===== config.mk =====
export PLATFORM = sky130hd
export DESIGN_NAME = clock_alarm_setting_controller_unit
export DESIGN_NICKNAME = d
export VERILOG_FILES = /design/src/hdl/casc_pkg.sv /design/src/hdl/casc_step.sv /design/src/hdl/clock_alarm_setting_controller_unit.sv
export SDC_FILE = /design/constraint.sdc
export NUM_CORES = 1
export LEC_CHECK = 0
export ABC_AREA = 1
export BUFFER_PORTS_ARGS = -buffer_cell sky130_fd_sc_hd__buf_2
export CELL_PAD_IN_SITES_DETAIL_PLACEMENT = 0
export CELL_PAD_IN_SITES_GLOBAL_PLACEMENT = 1
export CORE_UTILIZATION = 25
export DETAILED_ROUTE_END_ITERATION = 8
export GPL_TIMING_DRIVEN = 0
export PLACE_DENSITY = 0.55
export SYNTH_ARGS = -nofsm -noshare
export SYNTH_HDL_FRONTEND = slang
export SYNTH_HIERARCHICAL = 1
export SYNTH_SLANG_ARGS = --single-unit

===== constraint.sdc =====
create_clock -name clk -period 16.9 [get_ports clk]
set_clock_uncertainty 0.15 [all_clocks]
set_input_delay 0.845 -clock clk [delete_from_list [all_inputs] [get_ports clk]]
set_output_delay 0.845 -clock clk [all_outputs]
set_load 0.02 [all_outputs]

===== src/hdl/casc_pkg.sv =====
// Shared types, codes and calendar helpers for the alarm setting controller.
package casc_pkg;

  typedef enum logic [2:0] {
    MODE_NORMAL       = 3'd0,
    MODE_HOUR         = 3'd1,
    MODE_MINUTE       = 3'd2,
    MODE_DAY          = 3'd3,
    MODE_MONTH        = 3'd4,
    MODE_YEAR         = 3'd5,
    MODE_ALARM_HOUR   = 3'd6,
    MODE_ALARM_MINUTE = 3'd7
  } mode_t;

  typedef enum logic [2:0] {
    CMD_NONE          = 3'd0,
    CMD_RING          = 3'd1,
    CMD_DISMISS       = 3'd2,
    CMD_RING_DISMISS  = 3'd3,
    CMD_COMMIT_CLOCK  = 3'd4,
    CMD_COMMIT_ALARM  = 3'd5,
    CMD_ALARM_TOGGLE  = 3'd6
  } cmd_t;

  typedef enum logic [1:0] {
    REDRAW_NONE    = 2'd0,
    REDRAW_PARTIAL = 2'd1,
    REDRAW_FULL    = 2'd2
  } redraw_t;

  typedef struct packed {
    logic [4:0]  now_hour;
    logic [5:0]  now_minute;
    logic [4:0]  now_day;
    logic [3:0]  now_month;
    logic [11:0] now_year;
    logic        alarm_fired;
    logic        set_short;
    logic        set_long;
    logic        plus_short;
    logic        plus_long;
    logic        minus_short;
    logic        minus_long;
  } casc_in_t;

  typedef struct packed {
    logic [2:0]  mode_now;
    logic        ringing_now;
    logic [4:0]  out_edit_hour;
    logic [5:0]  out_edit_minute;
    logic [4:0]  out_edit_day;
    logic [3:0]  out_edit_month;
    logic [11:0] out_edit_year;
    logic [4:0]  out_alarm_hour;
    logic [5:0]  out_alarm_minute;
    logic        out_alarm_on;
    logic [1:0]  redraw_kind;
    logic [2:0]  command_code;
  } casc_out_t;

  typedef struct packed {
    mode_t       mode;
    logic        ringing;
    logic [4:0]  edit_hour;
    logic [5:0]  edit_minute;
    logic [4:0]  edit_day;
    logic [3:0]  edit_month;
    logic [11:0] edit_year;
    logic [4:0]  alarm_hour;
    logic [5:0]  alarm_minute;
    logic        alarm_on;
    logic [7:0]  last_minute;
    logic [3:0]  partial_count;
    logic        force_full;
  } casc_state_t;

  localparam logic [7:0]  LAST_MIN_NONE = 8'd255;
  localparam logic [3:0]  INTERVAL_RST  = 4'd3;
  localparam logic [11:0] HOUR_MAX      = 12'd23;
  localparam logic [11:0] MINUTE_MAX    = 12'd59;
  localparam logic [11:0] MONTH_MAX     = 12'd12;
  localparam logic [11:0] YEAR_MIN      = 12'd2000;
  localparam logic [11:0] YEAR_MAX      = 12'd2099;
  localparam logic [11:0] ZERO_LO       = 12'd0;
  localparam logic [11:0] ONE_LO        = 12'd1;

  localparam casc_state_t STATE_RST = '{
    mode:          MODE_NORMAL,
    ringing:       1'b0,
    edit_hour:     5'd0,
    edit_minute:   6'd0,
    edit_day:      5'd1,
    edit_month:    4'd1,
    edit_year:     12'd2026,
    alarm_hour:    5'd7,
    alarm_minute:  6'd0,
    alarm_on:      1'b0,
    last_minute:   LAST_MIN_NONE,
    partial_count: 4'd0,
    force_full:    1'b1
  };

  // y/100 via y/4 then reciprocal of 25 (exact for y4 < 1024)
  function automatic logic is_leap(input logic [11:0] y);
    logic [9:0]  y4;
    logic [20:0] prod;
    logic [5:0]  q;
    logic [9:0]  rem;
    logic        div4;
    logic        div100;
    y4     = y[11:2];
    prod   = 21'(y4) * 21'd1311;
    q      = prod[20:15];
    rem    = y4 - 10'(10'(q) * 10'd25);
    div4   = (y[1:0] == 2'd0);
    div100 = div4 && (rem == 10'd0);
    return div4 && (!div100 || (q[1:0] == 2'd0));
  endfunction

  function automatic logic [4:0] month_len(input logic [3:0] m, input logic [11:0] y);
    logic [4:0] len;
    unique case (m)
      4'd4, 4'd6, 4'd9, 4'd11: len = 5'd30;
      4'd2:                    len = is_leap(y) ? 5'd29 : 5'd28;
      default:                 len = 5'd31;
    endcase
    return len;
  endfunction

  function automatic logic [4:0] clamp_day(input logic [4:0] d, input logic [3:0] m,
                                           input logic [11:0] y);
    logic [4:0] md;
    md = month_len(m, y);
    return (d > md) ? md : d;
  endfunction

  function automatic logic [11:0] inc_wrap(input logic [11:0] v, input logic [11:0] lo,
                                           input logic [11:0] hi);
    logic [12:0] s;
    s = {1'b0, v} + 13'd1;
    return (s > {1'b0, hi}) ? lo : s[11:0];
  endfunction

  function automatic logic [11:0] dec_wrap(input logic [11:0] v, input logic [11:0] lo,
                                           input logic [11:0] hi);
    return (v <= lo) ? hi : v - 12'd1;
  endfunction

endpackage


===== src/hdl/casc_step.sv =====
// Next-state and result logic for one poll beat.
module casc_step (
  input  casc_pkg::casc_state_t st_cur,
  input  casc_pkg::casc_in_t    item,
  input  logic [3:0]            interval,
  output casc_pkg::casc_state_t st_nxt,
  output casc_pkg::casc_out_t   res
);
  import casc_pkg::*;

  always_comb begin
    casc_state_t s;
    cmd_t        cmd;
    redraw_t     redraw;
    logic [4:0]  md;
    logic [3:0]  lim;
    s      = st_cur;
    cmd    = CMD_NONE;
    redraw = REDRAW_NONE;
    md     = month_len(st_cur.edit_month, st_cur.edit_year);
    lim    = (interval == 4'd0) ? 4'd0 : interval - 4'd1;

    if (!s.ringing && item.alarm_fired) begin
      s.ringing = 1'b1;
      cmd       = CMD_RING;
    end

    if (s.ringing) begin
      if (item.set_short) begin
        s.ringing     = 1'b0;
        s.last_minute = LAST_MIN_NONE;
        s.force_full  = 1'b1;
        cmd           = (cmd == CMD_RING) ? CMD_RING_DISMISS : CMD_DISMISS;
      end
    end else begin
      unique case (s.mode)
        MODE_NORMAL: begin
          if ({2'b00, item.now_minute} != s.last_minute) begin
            if (s.force_full || s.partial_count >= lim) begin
              redraw          = REDRAW_FULL;
              s.partial_count = 4'd0;
              s.force_full    = 1'b0;
            end else begin
              redraw          = REDRAW_PARTIAL;
              s.partial_count = s.partial_count + 4'd1;
            end
            s.last_minute = {2'b00, item.now_minute};
          end
          priority if (item.set_long) begin
            s.edit_hour   = item.now_hour;
            s.edit_minute = item.now_minute;
            s.edit_day    = item.now_day;
            s.edit_month  = item.now_month;
            s.edit_year   = item.now_year;
            s.mode        = MODE_HOUR;
          end else if (item.plus_long) begin
            s.mode = MODE_ALARM_HOUR;
          end else if (item.minus_long) begin
            s.alarm_on = ~s.alarm_on;
            cmd        = CMD_ALARM_TOGGLE;
          end else begin
            s.mode = MODE_NORMAL;
          end
        end
        MODE_HOUR: begin
          if (item.plus_short)
            s.edit_hour = 5'(inc_wrap(12'(s.edit_hour), ZERO_LO, HOUR_MAX));
          if (item.minus_short)
            s.edit_hour = 5'(dec_wrap(12'(s.edit_hour), ZERO_LO, HOUR_MAX));
          if (item.set_short) s.mode = MODE_MINUTE;
        end
        MODE_MINUTE: begin
          if (item.plus_short)
            s.edit_minute = 6'(inc_wrap(12'(s.edit_minute), ZERO_LO, MINUTE_MAX));
          if (item.minus_short)
            s.edit_minute = 6'(dec_wrap(12'(s.edit_minute), ZERO_LO, MINUTE_MAX));
          if (item.set_short) s.mode = MODE_DAY;
        end
        MODE_DAY: begin
          if (item.plus_short)
            s.edit_day = 5'(inc_wrap(12'(s.edit_day), ONE_LO, 12'(md)));
          if (item.minus_short)
            s.edit_day = 5'(dec_wrap(12'(s.edit_day), ONE_LO, 12'(md)));
          if (item.set_short) s.mode = MODE_MONTH;
        end
        MODE_MONTH: begin
          if (item.plus_short) begin
            s.edit_month = 4'(inc_wrap(12'(s.edit_month), ONE_LO, MONTH_MAX));
            s.edit_day   = clamp_day(s.edit_day, s.edit_month, s.edit_year);
          end
          if (item.minus_short) begin
            s.edit_month = 4'(dec_wrap(12'(s.edit_month), ONE_LO, MONTH_MAX));
            s.edit_day   = clamp_day(s.edit_day, s.edit_month, s.edit_year);
          end
          if (item.set_short) s.mode = MODE_YEAR;
        end
        MODE_YEAR: begin
          if (item.plus_short) begin
            s.edit_year = inc_wrap(s.edit_year, YEAR_MIN, YEAR_MAX);
            s.edit_day  = clamp_day(s.edit_day, s.edit_month, s.edit_year);
          end
          if (item.minus_short) begin
            s.edit_year = dec_wrap(s.edit_year, YEAR_MIN, YEAR_MAX);
            s.edit_day  = clamp_day(s.edit_day, s.edit_month, s.edit_year);
          end
          if (item.set_short) begin
            s.mode        = MODE_NORMAL;
            s.last_minute = LAST_MIN_NONE;
            s.force_full  = 1'b1;
            cmd           = CMD_COMMIT_CLOCK;
          end
        end
        MODE_ALARM_HOUR: begin
          if (item.plus_short)
            s.alarm_hour = 5'(inc_wrap(12'(s.alarm_hour), ZERO_LO, HOUR_MAX));
          if (item.minus_short)
            s.alarm_hour = 5'(dec_wrap(12'(s.alarm_hour), ZERO_LO, HOUR_MAX));
          if (item.set_short) s.mode = MODE_ALARM_MINUTE;
        end
        MODE_ALARM_MINUTE: begin
          if (item.plus_short)
            s.alarm_minute = 6'(inc_wrap(12'(s.alarm_minute), ZERO_LO, MINUTE_MAX));
          if (item.minus_short)
            s.alarm_minute = 6'(dec_wrap(12'(s.alarm_minute), ZERO_LO, MINUTE_MAX));
          if (item.set_short) begin
            s.mode        = MODE_NORMAL;
            s.last_minute = LAST_MIN_NONE;
            s.force_full  = 1'b1;
            cmd           = CMD_COMMIT_ALARM;
          end
        end
      endcase
    end

    st_nxt = s;

    res.mode_now         = s.mode;
    res.ringing_now      = s.ringing;
    res.out_edit_hour    = s.edit_hour;
    res.out_edit_minute  = s.edit_minute;
    res.out_edit_day     = s.edit_day;
    res.out_edit_month   = s.edit_month;
    res.out_edit_year    = s.edit_year;
    res.out_alarm_hour   = s.alarm_hour;
    res.out_alarm_minute = s.alarm_minute;
    res.out_alarm_on     = s.alarm_on;
    res.redraw_kind      = redraw;
    res.command_code     = cmd;
  end

endmodule


===== src/hdl/clock_alarm_setting_controller_unit.sv =====
// Top level of the alarm clock setting controller: beat registers and state.
// A result beat passes through the input beat register and then the result register; out_stall can hold it.
// Throughput: one poll beat per cycle while out_stall is low, set by the single pass through casc_step.
// Reset (rst_n low, synchronous): mode normal, not ringing, alarm 07:00 off,
// edit date 2026-01-01 00:00, forced full redraw pending, interval 3,
// both beat registers empty.
module clock_alarm_setting_controller_unit (
  input  logic                clk,
  input  logic                rst_n,
  input  logic                in_valid,
  output logic                in_stall,
  input  casc_pkg::casc_in_t  in_data,
  output logic                out_valid,
  input  logic                out_stall,
  output casc_pkg::casc_out_t out_data,
  input  logic                cfg_we,
  input  logic [3:0]          cfg_wdata
);
  import casc_pkg::*;

  // Input beat register, then one pass of logic into the result register.
  logic        in_valid_r;
  casc_in_t    in_data_r;
  logic        out_valid_r;
  casc_out_t   out_data_r;

  // Controller state and the refresh interval register.
  casc_state_t state_r;
  casc_state_t state_nxt;
  casc_out_t   res_nxt;
  logic [3:0]  interval_r;

  logic out_free;
  logic advance;
  logic in_take;

  // The result register is free when empty or being drained this cycle.
  assign out_free = !out_valid_r || !out_stall;
  // A held beat moves through the logic whenever the result slot is free.
  assign advance  = in_valid_r && out_free;
  // Stall only when the input register is full and cannot drain.
  assign in_stall = in_valid_r && !out_free;
  assign in_take  = in_valid && !in_stall;

  casc_step u_step (
    .st_cur   (state_r),
    .item     (in_data_r),
    .interval (interval_r),
    .st_nxt   (state_nxt),
    .res      (res_nxt)
  );

  // Control: beat valids, state and the configuration register.
  always_ff @(posedge clk) begin
    if (!rst_n) begin
      in_valid_r  <= 1'b0;
      out_valid_r <= 1'b0;
      state_r     <= STATE_RST;
      interval_r  <= INTERVAL_RST;
    end else begin
      if (in_take) begin
        in_valid_r <= 1'b1;
      end else if (advance) begin
        in_valid_r <= 1'b0;
      end
      if (advance) begin
        out_valid_r <= 1'b1;
        state_r     <= state_nxt;
      end else if (!out_stall) begin
        out_valid_r <= 1'b0;
      end
      if (cfg_we) begin
        interval_r <= cfg_wdata;
      end
    end
  end

  // Payload registers, no reset needed.
  always_ff @(posedge clk) begin
    if (in_take) begin
      in_data_r <= in_data;
    end
    if (advance) begin
      out_data_r <= res_nxt;
    end
  end

  assign out_valid = out_valid_r;
  assign out_data  = out_data_r;

`ifndef ASSERT_OFF
  // Redraw decisions are only made while not ringing.
  a_redraw_quiet: assert property (@(posedge clk) disable iff (!rst_n)
    out_valid_r && (out_data_r.redraw_kind != REDRAW_NONE) |-> !out_data_r.ringing_now)
    else $error("redraw reported while ringing");

  // A dismiss always leaves the alarm silent.
  a_dismiss_silent: assert property (@(posedge clk) disable iff (!rst_n)
    out_valid_r && ((out_data_r.command_code == CMD_DISMISS) ||
                    (out_data_r.command_code == CMD_RING_DISMISS))
    |-> !out_data_r.ringing_now)
    else $error("dismiss reported with ringing still set");

  // A ring start alone leaves the alarm ringing.
  a_ring_start: assert property (@(posedge clk) disable iff (!rst_n)
    out_valid_r && (out_data_r.command_code == CMD_RING) |-> out_data_r.ringing_now)
    else $error("ring start without ringing");

  // Commits return to normal mode.
  a_commit_mode: assert property (@(posedge clk) disable iff (!rst_n)
    out_valid_r && ((out_data_r.command_code == CMD_COMMIT_CLOCK) ||
                    (out_data_r.command_code == CMD_COMMIT_ALARM))
    |-> (out_data_r.mode_now == MODE_NORMAL))
    else $error("commit without return to normal mode");

  // A full redraw restarts the partial count.
  a_full_resets_count: assert property (@(posedge clk) disable iff (!rst_n)
    advance && (res_nxt.redraw_kind == REDRAW_FULL) |=> (state_r.partial_count == 4'd0))
    else $error("partial count not cleared by full redraw");
`endif

endmodule


==> flow_metrics.env, run 1 <==
export IMPL_status="complete, no violations"
export IMPL_finalHoldViolCount=0
export IMPL_final_antenna_net_count=0
export IMPL_layout_commonest_cell="inv_1"
export IMPL_dieHeight_um=281
export IMPL_setup_viol=0
export IMPL_drv_slew=0
export IMPL_clock_fmax_ghz=0.0739
export IMPL_cts_tree="yes"
export IMPL_syn_inst=2520
export IMPL_root_buffer="clkbuf_16"
export IMPL_hold_path_class="flip-flop to flip-flop"
export IMPL_core_mm2=0.0765
export IMPL_setup_tns_ns=0
export IMPL_overflow=0
export IMPL_ys_flop_type="edfxtp_1"
export IMPL_wire_per_inst_um=17.2
export IMPL_vias_per_cell=4.61
export IMPL_cap_violations=0
export IMPL_layout_common_cells="inv_1 (439), nand2_1 (369), ha_1 (326), nor2_1 (216), a21oi_1 (171)"
export IMPL_syn_area_per_cell_um2=7.73
export IMPL_yosysTopAreaCell="ha_1"
export IMPL_final_min_clock_period_ns=13.53
export IMPL_grt_first_pass_wirelength_mm=98.5
export IMPL_syn_area_mm2=0.0195
export IMPL_critPathMaxFanout=11
export IMPL_rows=101
export IMPL_start_util=0.255
export IMPL_drc=0
export IMPL_ctsHtreeMaxLevel=4
export IMPL_syn_to_final_growth_pct=12.5
export IMPL_io_pins=103
export IMPL_clock_sinks=159
export IMPL_fillers=8310
export IMPL_finalCritPeriodShare=0.801
export IMPL_slowest_delay_ns=0.90
export IMPL_async_reset_ff_frac=0
export IMPL_grt_max_degree=33
export IMPL_arrival_ns=13.73
export IMPL_die_w_um=281
export IMPL_worstSkewPairLatency_ns=0.45
export IMPL_relSlewSlack=0.184
export IMPL_crit_path_start_kind="flip-flop"
export IMPL_ys_seq_area_frac=0.211
export IMPL_num_vias=17000
export IMPL_cts_path_max_buffers=2
export IMPL_end_kind="flip-flop"
export IMPL_criticalPathCategory="flip-flop to flip-flop"
export IMPL_drtIter0Drc=1107
export IMPL_postCtsSetupBuffers=0
export IMPL_ff2ff_setup_slack_ns=3.37
export IMPL_hold_ws_ns=0.343
export IMPL_dp_hpwl_mm=51.6
export IMPL_cpMaxStageDelayCell="dfxtp_1"
export IMPL_critPathMostFrequentCell="inv_1"
export IMPL_yosysUniqueCellTypes=62
export IMPL_worst_pin_slew_ns=1.21
export IMPL_syn_nets=2987
export IMPL_cts_hold_fix_buffers=0
export IMPL_port_buffers=101
export IMPL_cts_buffers=17
export IMPL_ys_ff_latch=159
export IMPL_nNetsFinal=3109
export IMPL_synth_top_area_frac=0.209
export IMPL_ys_warn_count=6
export IMPL_rsz0062_at_grt="false"
export IMPL_yosys_top_cells_area="ha_1 (21%), edfxtp_1 (14%), fa_1 (9.6%)"
export IMPL_grt_pass1_vias=16800
export IMPL_die_area_mm2=0.0790
export IMPL_firstDrtPassIters=6
export IMPL_gp_congestion=0.861
export IMPL_antenna_found_initial=1
export IMPL_cp_required_ns=17.10
export IMPL_drt_wl_total_mm=63.3
export IMPL_track_usage=0.163
export IMPL_drive_gt1_frac=0.105
export IMPL_ctsResizeCount=0
export IMPL_clkTransAtPathRegs_ns=0.08
export IMPL_synth_edff_count=92
[final timing paths]
path / start / end / cells past startpoint
max reg2reg: state_r[29] / state_r[42] / 68
max: state_r[29] / state_r[42] / 68
min: state_r[58] / state_r[58] / 2
min reg2reg: state_r[58] / state_r[58] / 2
[critical path: cells and delay by family (launching register included)]
family | cells | cell delay (ns)
DFF | 1 | 0.90
adders and majority gates | 12 | 4.92
xor gates and xnor gates | 1 | 0.24
AOI/OAI and AO/OA | 15 | 2.64
and+or+nand+nor | 26 | 3.23
buffers and inverters | 14 | 1.32
[layer usage]
layer / global-route usage / wire [um] / vias up
li1: - / - / 8539
met1: 0.230 / 31400 / 8058
met5: 0 / 0 / -
met4: 0.0374 / 1020 / 0
met2: 0.268 / 29000 / 343
met3: 0.0114 / 1810 / 49
[synthesized netlist by cell type (6+ instances only)]
master / count
a31oi_1: 8
fa_1: 93
o21ai_0: 136
buf_6: 10
nor3_1: 34
buf_2: 16
nand4_1: 18
o211ai_1: 8
buf_4: 54
nor2_1: 216
xnor2_1: 17
nand3b_1: 8
xor2_1: 61
nor4_1: 9
clkbuf_1: 26
ha_1: 326
dfxtp_1: 67
inv_1: 441
inv_2: 6
a21oi_1: 171
or2_2: 8
buf_1: 10
a211oi_1: 6
nand3_2: 9
o22ai_1: 20
a32oi_1: 7
nand2_2: 12
edfxtp_1: 92
o21a_1: 6
nand2_1: 369
nand3_1: 168
nor2_2: 7
o21bai_1: 8
a22oi_1: 18
[cell type report]
cell class                      instances  area, um^2  share of cell area
Inverter                              447        1680              0.0766
Clock buffer                           19         454              0.0207
Timing Repair Buffer                  103         546              0.0249
Clock inverter                         13         130             0.00594
Buffer                                117         753              0.0344
Tap cell                             1030        1290              0.0588
Sequential cell                       159        4100               0.187
Multi-Input combinational cell       1797       12900               0.591
Antenna cell                            1        2.50            0.000114
[cell families (layout without fill, tap and decap cells)]
kind of cell | count (synthesis) | in the layout | share of synthesized area
AOI/OAI and AO/OA | 420 | 420 | 0.122
xor gates and xnor gates | 78 | 78 | 0.0351
adders and majority gates | 419 | 419 | 0.305
buffers and inverters | 564 | 699 | 0.125
DFF | 159 | 159 | 0.211
muxes | 1 | 1 | 0.000514
other | 0 | 1 | 0
and+or+nand+nor | 879 | 879 | 0.202
[state kept, by name, indices dropped and copies added (netlist names)]
signal / count
in_data_r: 39
in_valid_r: 1
interval_r: 4
out_data: 53
out_valid: 1
state_r: 61
[per-stage QoR]
step / cells / util / instance area [um^2] / setup WS, ns
floorplan: 2520 / - / 19500 / 5.88
global placement: 3651 / 0.278 / 21300 / 3.24
detailed placement: 3653 / 0.279 / 21300 / 3.26
CTS: 3685 / 0.286 / 21900 / 3.21
global route: 3685 / 0.286 / 21900 / 1.88
finish: 3686 / 0.286 / 21900 / 3.37
Power of run 1 is left out: the tool's default activity adds up to more than one toggle a clock period on the data nets, which glitch-free logic cannot reach.
==> run 2: changes to the inputs <==
PLACE_DENSITY = 0.57   (was 0.55)
clock period = 11.1 ns   (was 16.9 ns; I/O delays follow)
==> flow_metrics.env, run 2 (same netlist as run 1, synthesis figures left out) <==
export IMPL_clkTransAtPathRegs_ns=0.08
export IMPL_use_met2=0.279
export IMPL_worstSkewPairLatency_ns=0.46
export IMPL_grt_first_pass_wirelength_mm=101
export IMPL_io_pins=103
export IMPL_final_area_mm2=0.0241
export IMPL_setup_slack_ns=-0.291
export IMPL_end_kind="flip-flop"
export IMPL_worst_pin_slew_ns=1.30
export IMPL_setup_viol=4
export IMPL_firstDrtPassIters=6
export IMPL_vias_per_cell=4.65
export IMPL_finalHoldViolCount=0
export IMPL_drt_wl_total_mm=65.3
export IMPL_gp_congestion=0.894
export IMPL_final_min_clock_period_ns=11.39
export IMPL_rsz0062_at_grt="true"
export IMPL_met1_usage=0.225
export IMPL_regMostFlops="state_r"
export IMPL_cts_path_max_buffers=2
export IMPL_clock_sinks=159
export IMPL_rows=101
export IMPL_diodes=0
export IMPL_grt_most_used_layer="met2"
export IMPL_largest_reg_flops=61
export IMPL_reg2reg_from="state_r[25]"
export IMPL_overflow=0
export IMPL_track_usage=0.164
export IMPL_ff2ff_setup_slack_ns=-0.29
export IMPL_status="finished with violations"
export IMPL_arrival_ns=11.60
export IMPL_layout_commonest_cell="inv_1"
export IMPL_criticalPathCategory="flip-flop to flip-flop"
export IMPL_hold_ws_ns=0.123
export IMPL_port_buffers=101
export IMPL_worstRegToRegCells=61
export IMPL_drc=0
export IMPL_crit_path_start_kind="flip-flop"
export IMPL_hold_path_class="input port to flip-flop"
export IMPL_final_seq_area_mm2=0.00414
export IMPL_crit_family="adder cells"
export IMPL_critPathMaxFanout=6
export IMPL_critPathMostFrequentCell="fa_1"
export IMPL_cpMaxStageDelayCell="fa_1"
export IMPL_relSlewSlack=0.125
export IMPL_die_area_mm2=0.0790
export IMPL_layout_common_cells="inv_1 (403), nand2_1 (343), ha_1 (305), nor2_1 (190), buf_4 (164)"
export IMPL_multiInputGateArea_mm2=0.0141
export IMPL_cap_violations=0
export IMPL_dpl_cell_area_mm2=0.0213
export IMPL_drv_slew=0
export IMPL_num_vias=17700
export IMPL_nNetsFinal=3229
export IMPL_dp_slack_ns=-2.51
export IMPL_drtIter0Drc=1022
export IMPL_wire_per_inst_um=17.2
export IMPL_cts_hold_fix_buffers=0
export IMPL_dp_hpwl_mm=51.0
export IMPL_root_buffer="clkbuf_16"
export IMPL_cts_buffers=17
export IMPL_clock_fmax_ghz=0.0878
export IMPL_drive_gt1_frac=0.220
export IMPL_core_mm2=0.0765
export IMPL_rr_endpoint="state_r[42]"
export IMPL_final_antenna_net_count=0
export IMPL_slowest_delay_ns=0.58
export IMPL_dieHeight_um=281
export IMPL_cts_tree="yes"
export IMPL_cp_required_ns=11.31
export IMPL_syn_to_final_growth_pct=23.9
export IMPL_grt_pass1_vias=17600
export IMPL_whs_endpoint="in_data_r[25]"
export IMPL_violations="setup timing"
export IMPL_antenna_found_initial=1
export IMPL_whs_path_depth=1
export IMPL_start_util=0.255
export IMPL_die_w_um=281
export IMPL_grt_max_degree=34
export IMPL_fillers=8125
export IMPL_grt_util_met3=0.0118
export IMPL_min_from="in_data[25]"
export IMPL_ctsHtreeMaxLevel=4
export IMPL_critPathBufInv=13
export IMPL_finalCritPeriodShare=1.03
run 2: per-stage QoR:
| step | util | cells | TNS [ns] |
|---|---|---|---|
| global route | 0.316 | 3805 | -4.90 |
| floorplan | - | 2520 | 0 |
| global placement | 0.278 | 3651 | -15.06 |
| CTS | 0.309 | 3784 | -0.143 |
| detailed placement | 0.279 | 3653 | -15.65 |
| finish | 0.316 | 3805 | -0.741 |
run 2: layout make-up:
type / instances / area share
clock inverter: 11 / 0.00472
sequential: 159 / 0.172
inverter: 447 / 0.0712
multi-input combinational: 1797 / 0.583
buffer: 117 / 0.0317
tap: 1030 / 0.0534
timing repair buffer: 223 / 0.0641
clock buffer: 21 / 0.0204
run 2: worst register-to-register path: cells and delay by family (launching register included):
family / cells / cell delay [ns]
buffers and inverters: 13 / 1.28
AND/OR/NAND/NOR: 28 / 3.11
XOR/XNOR: 2 / 0.44
AO/OA/AOI/OAI: 7 / 1.20
flip-flops: 1 / 0.43
adder cells (fa/ha/maj): 11 / 4.65
run 2: what timing repair did:
item / in CTS / in global routing
buffers inserted: 99 / 21
gates cloned: 1 / 0
pin swaps: 104 / 100
resized for setup: 240 / 87
setup endpoints to repair: 10 / 10
run 2: routing by layer:
| metal | vias to the layer above | part of all wire |
|---|---|---|
| li1 | 8781 | - |
| met1 | 8522 | 0.48 |
| met2 | 344 | 0.48 |
| met3 | 42 | 0.028 |
| met4 | 0 | 0.014 |
| met5 | - | 0 |
run 2: worst max path at each step:
stage / start / end / slack (ns) / cells past startpoint
6_report: state_r[25] / state_r[42] / -0.29 / 61
3_3_place_gp: state_r[29] / state_r[42] / -2.52 / 68
4_1_cts: state_r[25] / state_r[42] / -0.11 / 68
5_1_grt: state_r[27] / state_r[42] / -0.88 / 65
2_1_floorplan: state_r[29] / state_r[42] / 0.08 / 72
3_5_place_dp: state_r[29] / state_r[42] / -2.51 / 66
Power of run 2 is left out for the same reason.
==> run 3: changes to the inputs <==
CORE_ASPECT_RATIO = 1.5   (was not set)
CTS_CLUSTER_DIAMETER = 50   (was not set)
==> flow_metrics.env, run 3 (same netlist as run 1, synthesis figures left out) <==
export IMPL_cts_path_max_buffers=2
export IMPL_final_antenna_net_count=0
export IMPL_die_w_um=230
export IMPL_arrival_ns=11.11
export IMPL_track_usage=0.171
export IMPL_final_seq_area_mm2=0.00415
export IMPL_worstSkewPairLatency_ns=0.45
export IMPL_num_vias=17800
export IMPL_port_buffers=101
export IMPL_rsz0062_at_grt="true"
export IMPL_crit_path_start_kind="flip-flop"
export IMPL_cp_required_ns=11.29
export IMPL_hold_path_class="input port to flip-flop"
export IMPL_startpoint="state_r[25]"
export IMPL_critPathMostFrequentCell="nand2_1"
export IMPL_layout_cells_non_filler=3791
export IMPL_drive_gt1_frac=0.241
export IMPL_grt_pass1_vias=18000
export IMPL_worstRegToRegCells=60
export IMPL_rr_endpoint="state_r[42]"
export IMPL_grt_max_degree=41
export IMPL_drv_slew=0
export IMPL_firstDrtPassIters=7
export IMPL_vias_per_cell=4.70
export IMPL_end_kind="flip-flop"
export IMPL_wire_per_inst_um=18.1
export IMPL_clkTransAtPathRegs_ns=0.08
export IMPL_core_mm2=0.0773
export IMPL_slowest_delay_ns=0.56
export IMPL_setup_viol=0
export IMPL_antenna_found_initial=1
export IMPL_start_util=0.252
export IMPL_rows=125
export IMPL_status="complete, no violations"
export IMPL_final_min_clock_period_ns=10.92
export IMPL_setup_tns_ns=0
export IMPL_multiInputGateArea_mm2=0.0144
export IMPL_cpMaxStageDelayCell="fa_1"
export IMPL_hold_ws_ns=0.124
export IMPL_gp_congestion=0.902
export IMPL_critPathMaxFanout=5
export IMPL_root_buffer="clkbuf_16"
export IMPL_finalCritPeriodShare=0.983
export IMPL_cp_endpoint="state_r[42]"
export IMPL_clock_sinks=159
export IMPL_cap_violations=0
export IMPL_syn_to_final_growth_pct=25.3
export IMPL_finalHoldViolCount=0
export IMPL_dieHeight_um=344
export IMPL_largest_reg_flops=61
export IMPL_regMostFlops="state_r"
export IMPL_ff2ff_setup_slack_ns=0.18
export IMPL_dp_hpwl_mm=54.4
export IMPL_diodes=0
export IMPL_drtIter0Drc=797
export IMPL_fillers=8373
export IMPL_clock_fmax_ghz=0.0916
export IMPL_cts_buffers=17
export IMPL_drc=0
export IMPL_dp_cells=3639
export IMPL_cts_hold_fix_buffers=0
export IMPL_criticalPathCategory="flip-flop to flip-flop"
export IMPL_cts_tree="yes"
export IMPL_ctsHtreeMaxLevel=4
export IMPL_layout_common_cells="inv_1 (385), nand2_1 (337), ha_1 (291), nor2_1 (182), buf_4 (169)"
export IMPL_worst_pin_slew_ns=1.21
export IMPL_relSlewSlack=0.183
export IMPL_reg2reg_from="state_r[25]"
export IMPL_io_pins=103
export IMPL_nNetsFinal=3229
export IMPL_grt_first_pass_wirelength_mm=103
export IMPL_layout_commonest_cell="inv_1"
export IMPL_drt_wl_total_mm=68.7
export IMPL_die_area_mm2=0.0790
export IMPL_overflow=0
export IMPL_utilization=0.316
-- run 3: routing by layer --
metal	vias to the layer above	wire (um)	track usage
li1	8761	-	-
met1	8587	27300	0.188
met2	356	37400	0.340
met3	102	1560	0.0113
met4	0	2460	0.0611
met5	-	0	0
-- run 3: what timing repair did --
action | CTS | global route
pin swaps | 100 | 139
setup buffers | 76 | 45
resized for setup | 223 | 183
gates cloned | 1 | 0
setup endpoints to repair | 10 | 10
-- run 3: worst min-delay path by stage --
stage                     cells after the start           end  slack [ns]   startpoint
after floorplan                               2   state_r[39]        0.30  state_r[39]
after global placement                        2   state_r[49]        0.32  state_r[49]
after detailed placement                      2   state_r[49]        0.32  state_r[49]
after CTS                                     1  in_data_r[7]        0.10   in_data[7]
after global routing                          1  in_data_r[6]        0.11   in_data[6]
final                                         1  in_data_r[7]        0.12   in_data[7]
-- run 3: layout make-up --
cell class	count	share of cell area
multi-input cells	1797	0.589
flip-flops and latches	159	0.170
inverters	447	0.0715
repair buffers	225	0.0623
well taps	1016	0.0521
plain buffers	115	0.0305
clock buffers	18	0.0176
clock inverters	14	0.00682
-- run 3: worst max-delay path, delay by kind of cell (launching register included) --
family | cells | cell delay, ns
flops | 1 | 0.43
fa+ha+maj | 12 | 4.66
simple gates | 23 | 2.52
mux | 1 | 0.24
buf+inv | 11 | 0.97
compound gates | 9 | 1.15
xor+xnor | 4 | 0.70
-- run 3: metrics by stage --
stage	setup WS [ns]	area [um^2]
5_1_grt	-0.453	24400
3_5_place_dp	-2.49	21300
2_1_floorplan	0.0756	19500
3_3_place_gp	-2.47	21300
4_1_cts	0.0187	23300
6_report	0.183	24400
Power of run 3 is left out for the same reason.
